<file path="src/sv/ecc_pkg.sv">
package ecc_pkg;

  // vertex set size and derived widths
  localparam int VERTICES = 8;
  localparam int VW       = (VERTICES > 1) ? $clog2(VERTICES) : 1;

  // fixed field widths
  localparam int END_W    = 3;
  localparam int IN_DW    = 8;
  localparam int OUT_DW   = 8;

  typedef logic [VERTICES-1:0] vset_t;

  // controller to datapath
  typedef struct packed {
    logic load_edge;
    logic seed;
    logic step;
    logic finish;
  } ecc_cmd_t;

  // datapath to controller
  typedef struct packed {
    logic walk_done;
  } ecc_sts_t;

endpackage

</file>
<file path="src/sv/ecc_datapath.sv">
module ecc_datapath (
  input  logic                   clk,
  input  logic                   rst_n,
  input  logic [ecc_pkg::END_W-1:0] end_a,
  input  logic [ecc_pkg::END_W-1:0] end_b,
  input  logic                   no_domino,
  input  ecc_pkg::ecc_cmd_t      cmd,
  output ecc_pkg::ecc_sts_t      sts,
  output logic                   chain_exists
);

  ecc_pkg::vset_t parity_r, parity_nxt;
  ecc_pkg::vset_t used_r, used_nxt;
  ecc_pkg::vset_t adj_r [ecc_pkg::VERTICES];
  ecc_pkg::vset_t adj_nxt [ecc_pkg::VERTICES];
  ecc_pkg::vset_t reach_r, reach_nxt;
  ecc_pkg::vset_t onehot_a, onehot_b;
  logic [ecc_pkg::VW-1:0] idx_a, idx_b;
  logic edge_ok;
  logic chain_r, chain_nxt;

  assign idx_a   = ecc_pkg::VW'(end_a);
  assign idx_b   = ecc_pkg::VW'(end_b);
  assign edge_ok = !no_domino && (int'(end_a) < ecc_pkg::VERTICES)
                   && (int'(end_b) < ecc_pkg::VERTICES);

  always_comb begin
    onehot_a = '0;
    onehot_b = '0;
    onehot_a[idx_a] = 1'b1;
    onehot_b[idx_b] = 1'b1;
  end

  // graph state update, cleared after each answer
  always_comb begin
    parity_nxt = parity_r;
    used_nxt   = used_r;
    for (int v = 0; v < ecc_pkg::VERTICES; v++) begin
      adj_nxt[v] = adj_r[v];
    end
    if (cmd.finish) begin
      parity_nxt = '0;
      used_nxt   = '0;
      for (int v = 0; v < ecc_pkg::VERTICES; v++) begin
        adj_nxt[v] = '0;
      end
    end else if (cmd.load_edge && edge_ok) begin
      parity_nxt = parity_r ^ onehot_a ^ onehot_b;
      used_nxt   = used_r | onehot_a | onehot_b;
      for (int v = 0; v < ecc_pkg::VERTICES; v++) begin
        if (onehot_a[v]) adj_nxt[v] = adj_nxt[v] | onehot_b;
        if (onehot_b[v]) adj_nxt[v] = adj_nxt[v] | onehot_a;
      end
    end
  end

  // one breadth step of the reachability walk
  always_comb begin
    reach_nxt = reach_r;
    for (int v = 0; v < ecc_pkg::VERTICES; v++) begin
      if (reach_r[v]) reach_nxt = reach_nxt | adj_r[v];
    end
  end

  assign chain_nxt = !(|parity_r) && (|used_r) && ((used_r & ~reach_r) == '0);

  always_ff @(posedge clk) begin
    if (!rst_n) begin
      parity_r <= '0;
      used_r   <= '0;
      for (int v = 0; v < ecc_pkg::VERTICES; v++) begin
        adj_r[v] <= '0;
      end
    end else begin
      parity_r <= parity_nxt;
      used_r   <= used_nxt;
      for (int v = 0; v < ecc_pkg::VERTICES; v++) begin
        adj_r[v] <= adj_nxt[v];
      end
    end
  end

  always_ff @(posedge clk) begin
    if (cmd.seed) begin
      // lowest used vertex starts the walk
      reach_r <= used_r & (~used_r + 1'b1);
    end else if (cmd.step) begin
      reach_r <= reach_nxt;
    end
    if (cmd.finish) begin
      chain_r <= chain_nxt;
    end
  end

  assign sts.walk_done = (reach_nxt == reach_r);
  assign chain_exists  = chain_r;

endmodule

</file>
<file path="src/sv/ecc_ctrl.sv">
module ecc_ctrl (
  input  logic              clk,
  input  logic              rst_n,
  input  logic              in_valid,
  input  logic              in_last,
  output logic              in_ready,
  output logic              out_valid,
  input  logic              out_ready,
  input  ecc_pkg::ecc_sts_t sts,
  output ecc_pkg::ecc_cmd_t cmd
);

  typedef enum logic [3:0] {
    ST_LOAD = 4'b0001,
    ST_SEED = 4'b0010,
    ST_WALK = 4'b0100,
    ST_DONE = 4'b1000
  } state_t;

  state_t state_r, state_nxt;
  logic   out_valid_r, out_valid_nxt;
  logic   accept;

  assign in_ready = (state_r == ST_LOAD);
  assign accept   = in_valid && in_ready;

  always_comb begin
    cmd.load_edge = accept;
    cmd.seed      = (state_r == ST_SEED);
    cmd.step      = (state_r == ST_WALK);
    cmd.finish    = (state_r == ST_DONE) && (!out_valid_r || out_ready);
  end

  always_comb begin
    state_nxt = state_r;
    case (state_r)
      ST_LOAD: begin
        if (accept && in_last) state_nxt = ST_SEED;
      end
      ST_SEED: begin
        state_nxt = ST_WALK;
      end
      ST_WALK: begin
        if (sts.walk_done) state_nxt = ST_DONE;
      end
      ST_DONE: begin
        if (cmd.finish) state_nxt = ST_LOAD;
      end
      default: begin
        state_nxt = ST_LOAD;
      end
    endcase
  end

  always_comb begin
    out_valid_nxt = out_valid_r;
    if (cmd.finish) begin
      out_valid_nxt = 1'b1;
    end else if (out_ready) begin
      out_valid_nxt = 1'b0;
    end
  end

  always_ff @(posedge clk) begin
    if (!rst_n) begin
      state_r     <= ST_LOAD;
      out_valid_r <= 1'b0;
    end else begin
      state_r     <= state_nxt;
      out_valid_r <= out_valid_nxt;
    end
  end

  assign out_valid = out_valid_r;

endmodule

</file>
<file path="src/sv/euler_circuit_check.sv">
// answer: registered after the seed state, the walk state and the done state that follow the item marked last,
//   later while an earlier answer is still held on the result channel
// throughput: one item per cycle within a set; in_tready stays low from the last item
//   until the answer is registered, through the seed, the walk of one step per cycle and the done state
// reset: synchronous, active low; clears the controller, the output valid and the
//   degree parity, used and adjacency bits
module euler_circuit_check (
  input  logic                      clk,
  input  logic                      rst_n,
  // input channel
  input  logic                      in_tvalid,
  output logic                      in_tready,
  input  logic [ecc_pkg::IN_DW-1:0] in_tdata,   // [2:0] end_a, [5:3] end_b, [7:6] zero
  input  logic                      in_tuser,   // [0] no_domino
  input  logic                      in_tlast,   // last item of the set
  // result channel
  output logic                      out_tvalid,
  input  logic                      out_tready,
  output logic [ecc_pkg::OUT_DW-1:0] out_tdata  // [0] chain_exists, [7:1] zero
);

  ecc_pkg::ecc_cmd_t cmd;
  ecc_pkg::ecc_sts_t sts;
  logic              chain_exists;

  // sequencing: load edges, seed the walk, walk, hand over the answer
  ecc_ctrl u_ctrl (
    .clk       (clk),
    .rst_n     (rst_n),
    .in_valid  (in_tvalid),
    .in_last   (in_tlast),
    .in_ready  (in_tready),
    .out_valid (out_tvalid),
    .out_ready (out_tready),
    .sts       (sts),
    .cmd       (cmd)
  );

  // graph bits, reach set and answer register
  ecc_datapath u_datapath (
    .clk          (clk),
    .rst_n        (rst_n),
    .end_a        (in_tdata[ecc_pkg::END_W-1:0]),
    .end_b        (in_tdata[2*ecc_pkg::END_W-1:ecc_pkg::END_W]),
    .no_domino    (in_tuser),
    .cmd          (cmd),
    .sts          (sts),
    .chain_exists (chain_exists)
  );

  // answer in the lowest bit, rest padded with zeros
  assign out_tdata = {{(ecc_pkg::OUT_DW-1){1'b0}}, chain_exists};

endmodule

</file>
<file path="config.mk">
export PLATFORM = sky130hd
export DESIGN_NAME = euler_circuit_check
export DESIGN_NICKNAME = d
export VERILOG_FILES = /design/src/sv/ecc_pkg.sv /design/src/sv/ecc_datapath.sv /design/src/sv/ecc_ctrl.sv /design/src/sv/euler_circuit_check.sv
export SDC_FILE = /design/constraint.sdc
export NUM_CORES = 1
export LEC_CHECK = 0
export ABC_AREA = 0
export BUFFER_PORTS_ARGS = -buffer_cell sky130_fd_sc_hd__buf_4
export CAP_MARGIN = 20
export CORE_MARGIN = 1
export CORE_UTILIZATION = 46
export CTS_CLUSTER_SIZE = 28
export DETAILED_ROUTE_END_ITERATION = 6
export PLACE_DENSITY = 0.75
export SYNTH_ARGS = -nofsm -noshare
export SYNTH_HDL_FRONTEND = slang
export SYNTH_SLANG_ARGS = --single-unit
</file>
<file path="constraint.sdc">
create_clock -name clk -period 2.7 [get_ports clk]
set_input_delay 0 -clock clk [delete_from_list [all_inputs] [get_ports clk]]
set_output_delay 0 -clock clk [all_outputs]
set_load 0.05 [all_outputs]
</file>
==> results of run 1 <==
==> cell usage after synthesis, types with 2 or more instances <==
cell,n,area (µm²)
nor2_1,147,552
dfxtp_1,77,1540
a22oi_1,42,315
clkbuf_1,24,90.1
o21ai_0,23,115
a21oi_1,20,100
inv_1,11,41.3
nand2_1,11,41.3
edfxtp_1,9,270
nand3_1,9,45.0
xnor2_1,9,78.8
buf_2,8,40.0
buf_4,8,60.1
or3_1,8,50.1
a222oi_1,6,60.1
nor3b_2,6,75.1
o22ai_1,6,37.5
a31oi_1,5,31.3
nor4_1,5,31.3
and3_1,4,25.0
nand2b_1,4,25.0
a22o_1,3,26.3
and3b_1,3,26.3
nor4b_1,3,26.3
o31ai_1,3,22.5
a221oi_1,2,17.5
nor3_1,2,10.0
nor3_2,2,20.0
==> worst max-delay path, cell delays in order, from the launching register on <==
cell,delay (ps)
edfxtp_1,550
a222oi_1,520
a31oi_1,150
or4_4,560
a2111oi_4,290
o22ai_1,110
==> placed cells by master (no fill, tap or decap), drive strengths merged, types with 4 or more instances in the layout <==
cell type,instances
nor2,147
dfxtp,77
a22oi,42
o21ai,23
a21oi,20
buf,17
clkbuf,12
inv,11
nand2,11
nand3,9
xnor2,9
edfxtp,9
or3,8
conb,7
nor3b,7
a222oi,6
o22ai,6
nor4,5
a31oi,5
nand2b,4
and3,4
nor4b,4
clkinv,4
nor3,4
==> sequential cells by signal (all words and copies together) (netlist names) <==
signal / flops
u_datapath.used_r: 8
u_datapath.chain_exists: 1
u_ctrl.out_valid: 1
u_datapath.adj_r: 56
u_ctrl.state_r: 4
u_datapath.parity_r: 8
u_datapath.reach_r: 8
==> final cells by class <==
cell class	instances	area [µm²]
clock buffer	12	145
multi-input combinational	341	1890
inverter	11	41.3
sequential	86	1810
fill	775	4030
tap	105	131
clock inverter	4	23.8
timing repair buffer	18	150
==> worst paths after layout <==
check / endpoint / slack [ps] / depth (start not counted)
setup / recovery: u_ctrl.state_r[2] / 410 / 5
hold / removal: u_ctrl.state_r[0] / -6 / 4
setup reg to reg: u_ctrl.state_r[2] / 410 / 5
hold reg to reg: u_datapath.adj_r[1][25] / 480 / 2
==> per-stage QoR <==
stage          instance area [µm²]  hold slack [ps]  instances
4_1_cts                       4190            0.477        577
5_1_grt                       4190             22.0        577
2_1_floorplan                 3940              122        479
6_report                      4190            -6.17        577
3_5_place_dp                  4010              259        560
3_3_place_gp                  4010              249        560
==> power by group through the flow <==
stage          logic, mW  registers [mW]  clock network [mW]
3_5_place_dp       0.306            1.40                   0
4_1_cts            0.308            1.37               0.815
5_1_grt            0.340            1.37               0.865
3_3_place_gp       0.299            1.39                   0
6_report           0.311            1.37               0.803
2_1_floorplan      0.261            1.37                   0
==> metal layers <==
layer	global-route usage, %	vias to the layer above	share of wire (%)
li1	-	1636	-
met1	28.9	1627	41
met2	39.3	154	48
met3	5.50	29	7.0
met4	9.49	0	3.9
met5	0	-	0
==> logic make-up (layout without fill, tap and decap cells) <==
group                  after synthesis  in the layout  synth area share (%)
XOR/XNOR                             9              9                  2.01
AO/OA/AOI/OAI                      114            114                  19.9
flip-flops                          86             86                  46.3
AND/OR/NAND/NOR                    211            211                  25.6
buffers and inverters               52             45                  6.20
other                                1              7                0.0958
==> results.cfg, run 1 <==
[timing]
skew_ps = 16.2
min_period_over_period_pct = 85.0
setup_total_negative_slack_ps = 0
setup_viol = 0
achievable-frequency_ghz = 0.436
max-slew-margin-rel_pct = 50.3
worstMarginPinSlew_ps = 743
final.min_clock_period_ps = 2290
final_worst_hold_slack_ps = -6.17
grt_setup_unrepaired = false
drv_slew = 0
final_critical_path_setup_slack_ps = 405
report.final.hold_viol_count = 1

[die]
design.core.area_um2 = 8220
io_pins = 24
die_area_um2 = 8890
die_y_um = 94.3
initial_core_util_pct = 47.7
chipWidth_um = 94.3
rows = 33

[outcome]
run_status = finished, violations left
violations_in_the_final_reports = design-rule violations, negative hold slack

[yosys]
yosysSeqAreaShare_pct = 46.3
postSynthAreaPerCell_um2 = 8.28
total_number_of_yosys_warnings = 0
syn_area_um2 = 3920
synthDistinctLibCells = 41
asyncSetResetFlopFracSynth_pct = 0
yosys_register_bits = 86
synth_cells = 473
number_of_enable_type_register_cells_in_the_synthesized_netlist = 9
synthFlopType = dfxtp_1

[power]
cellInternalPower_mw = 1.79
switching_power_mw = 0.695
pwr-share-comb_pct = 12.5
seq_power_share_pct = 55.1
leakagePower_nw = 1.46
powerDensity_nw_per_um2 = 592
p_clk_share_pct = 32.4
totalPowerFinal_mw = 2.48
swShare_pct = 28.0
max-vdd-ir-drop_mv = 0.300

[setup_path]
critical_path_startpoint = u_datapath.reach_r[6]
critical_setup_path_kind = flip-flop to flip-flop
worst_ep_arrival_time_ps = 2540
regToRegStartpoint = u_datapath.reach_r[6]
crit_path_start_kind = flip-flop
cp.required_ps = 2950
crit_path_end_kind = flip-flop
crit_path_max_fanout = 10

[final_layout]
n_antenna_cell = 0
final_core_utilization_pct = 51.0
syn_to_layout_area_delta_pct = 7.00
layout.nets = 481
drive_above_1_share_pct = 9.32

[placement]
gp_congestion = 0.903
dp_worst_setup_slack_ps = 452
detailed_place_hpwl_um = 6920
place.port_buffers = 14

[route]
antenna_violating_nets_post_route = 0
post_detailed_routing_wire_length_um = 9840
wl_per_cell_um = 17.0
drt_iter0_drc = 298
avgViaCountPerCell = 5.97
routed-via-count = 3446
post-route-drc-count = 2
drt_first_pass_iters = 7

[clock_network]
postCtsHoldBufs = 1
htree_levels = 3
tritoncts_num_sinks = 86
clk_pin_slew_worst_paths_ps = 90
clockRootBuffer = clkbuf_8
cts_setup_buffers = 0
max-clock-path-buffers = 2
ctsResizeCount = 0
worst_skew_pair.late_latency_ps = 370
numCtsBuffers = 9
tritoncts = done

[run]
max_cap_viol_count = 0

[hold_path]
timing.hold.worst.start = in_tlast
hold_class = input pin to flip-flop

[grt]
grt_use_total_pct = 23.5
grt_max_degree = 73
grt.overflow.total = 0
grt_pass1_vias = 3153
grt_first_pass_wirelength_um = 15700
number_of_antenna_violations_at_the_first_check_in_global_routing = 0
(Power assumes the default switching activity.)
==> inputs of run 2 (changes only) <==
clock period = 2.2 ns   (was 2.7 ns; I/O delays follow)
==> results.cfg, run 2 (synthesized netlist as in run 1, its figures left out) <==
[setup_path]
worst_ep_arrival_time_ps = 2490
cp.required_ps = 2510
worst_path_dominant_cell_family = compound AO/OA/AOI/OAI gates
crit_path_end_kind = flip-flop
crit_path_max_incr_delay_ps = 550
critical_setup_path_kind = flip-flop to flip-flop
crit_path_top_delay_cell = or4_4
regToRegSetupSlack_ps = 20
crit_chain = a222oi_1, a31oi_1, or4_4, a2111oi_4, a22o_1
crit_path_max_fanout = 7
critPathBufInv = 0
crit_path_start_kind = flip-flop

[route]
wl_per_cell_um = 16.7
antenna_violating_nets_post_route = 0
avgViaCountPerCell = 5.91
drt_first_pass_iters = 6
routed-via-count = 3472
post_detailed_routing_wire_length_um = 9790
drt_iter0_drc = 437
post-route-drc-count = 0

[placement]
detailed_place_hpwl_um = 6990
dp_worst_setup_slack_ps = 51.8
gp_congestion = 0.949
place.port_buffers = 14
placed_cell_area_um2 = 4060

[timing]
min_period_over_period_pct = 99.1
worstMarginPinSlew_ps = 750
skew_ps = 12.5
setup_viol = 0
grt_setup_unrepaired = true
max-slew-margin-rel_pct = 49.8
report.final.hold_viol_count = 0
final.min_clock_period_ps = 2180
drv_slew = 0
achievable-frequency_ghz = 0.459
final_critical_path_setup_slack_ps = 19.3
final_worst_hold_slack_ps = 63.7

[die]
io_pins = 24
design.core.area_um2 = 8220
initial_core_util_pct = 47.7
die_y_um = 94.3
die_area_um2 = 8890
rows = 33
chipWidth_um = 94.3

[grt]
grt_use_total_pct = 24.0
grt_first_pass_wirelength_um = 15900
grt_max_degree = 65
grt_pass1_vias = 3205
number_of_antenna_violations_at_the_first_check_in_global_routing = 0
grt.overflow.total = 0

[power]
powerDensity_nw_per_um2 = 735
totalPowerFinal_mw = 3.15
max-vdd-ir-drop_mv = 0.326
leakagePower_nw = 1.51

[final_layout]
final_common_cell = nor2_1
layout.nets = 491
final.fill_count = 767
top_register = u_datapath.adj_r
finish.instance_area_um2 = 4290
syn_to_layout_area_delta_pct = 9.42
layout_common_cells = nor2_1, dfxtp_1, a22oi_1, buf_4, o21ai_0
n_antenna_cell = 0
largest_register_ff_count = 56
drive_above_1_share_pct = 10.6

[hold_path]
hold_class = input pin to flip-flop

[outcome]
run_status = completed

[clock_network]
ctsResizeCount = 0
tritoncts = done
worst_skew_pair.late_latency_ps = 370
clockRootBuffer = clkbuf_8
numCtsBuffers = 9
tritoncts_num_sinks = 86
htree_levels = 3
clk_pin_slew_worst_paths_ps = 90
max-clock-path-buffers = 2

[run]
max_cap_viol_count = 0
==> run 2: final timing paths <==
| kind | from | endpoint | cells past startpoint |
|---|---|---|---|
| worst min-delay path | out_tready | u_ctrl.out_valid | 4 |
| worst max-delay path | u_datapath.reach_r[6] | u_ctrl.state_r[3] | 5 |
| worst max register to register | u_datapath.reach_r[6] | u_ctrl.state_r[3] | 5 |
| worst min register to register | u_datapath.adj_r[0][11] | u_datapath.adj_r[0][11] | 2 |
==> run 2: metal layers <==
metal	track usage, %	share of wire, %	vias up
li1	-	-	1653
met1	30.8	43	1609
met2	36.7	45	179
met3	4.37	6.7	31
met4	15.4	5.3	0
met5	0	0	-
==> run 2: cell type report <==
| cell class | count | area (µm²) | share of cell area (%) |
|---|---|---|---|
| Clock buffer | 12 | 135 | 3.15 |
| Clock inverter | 4 | 48.8 | 1.14 |
| Sequential cell | 86 | 1810 | 42.3 |
| Tap cell | 105 | 131 | 3.07 |
| Multi-Input combinational cell | 341 | 1890 | 44.0 |
| Timing Repair Buffer | 28 | 230 | 5.37 |
| Inverter | 11 | 41.3 | 0.964 |
==> run 2: what timing repair did <==
action / in CTS / in global routing
hold endpoints to repair: 3 / 0
buffers inserted: 0 / 2
hold buffers: 3 / 0
endpoints found under the setup margin: 0 / 2
==> run 2: through the flow <==
stage / std cells / utilization (%) / setup TNS [ps]
after CTS: 585 / 52.0 / 0
after global placement: 566 / 49.4 / 0
after floorplan: 479 / - / 0
after global routing: 587 / 52.2 / -134
final: 587 / 52.2 / 0
after detailed placement: 566 / 49.4 / 0
==> run 2: power breakdown <==
| part | switching [mW] | internal, mW |
|---|---|---|
| registers | 0.0467 | 1.63 |
| logic | 0.264 | 0.140 |
| clock network | 0.549 | 0.525 |
==> run 2: worst reg2reg max path, delay by kind of cell, from the launching register on <==
family / cells / cell delay (ps)
AO/OA/AOI/OAI: 4 / 1060
flip-flops: 1 / 510
AND/OR/NAND/NOR: 1 / 550
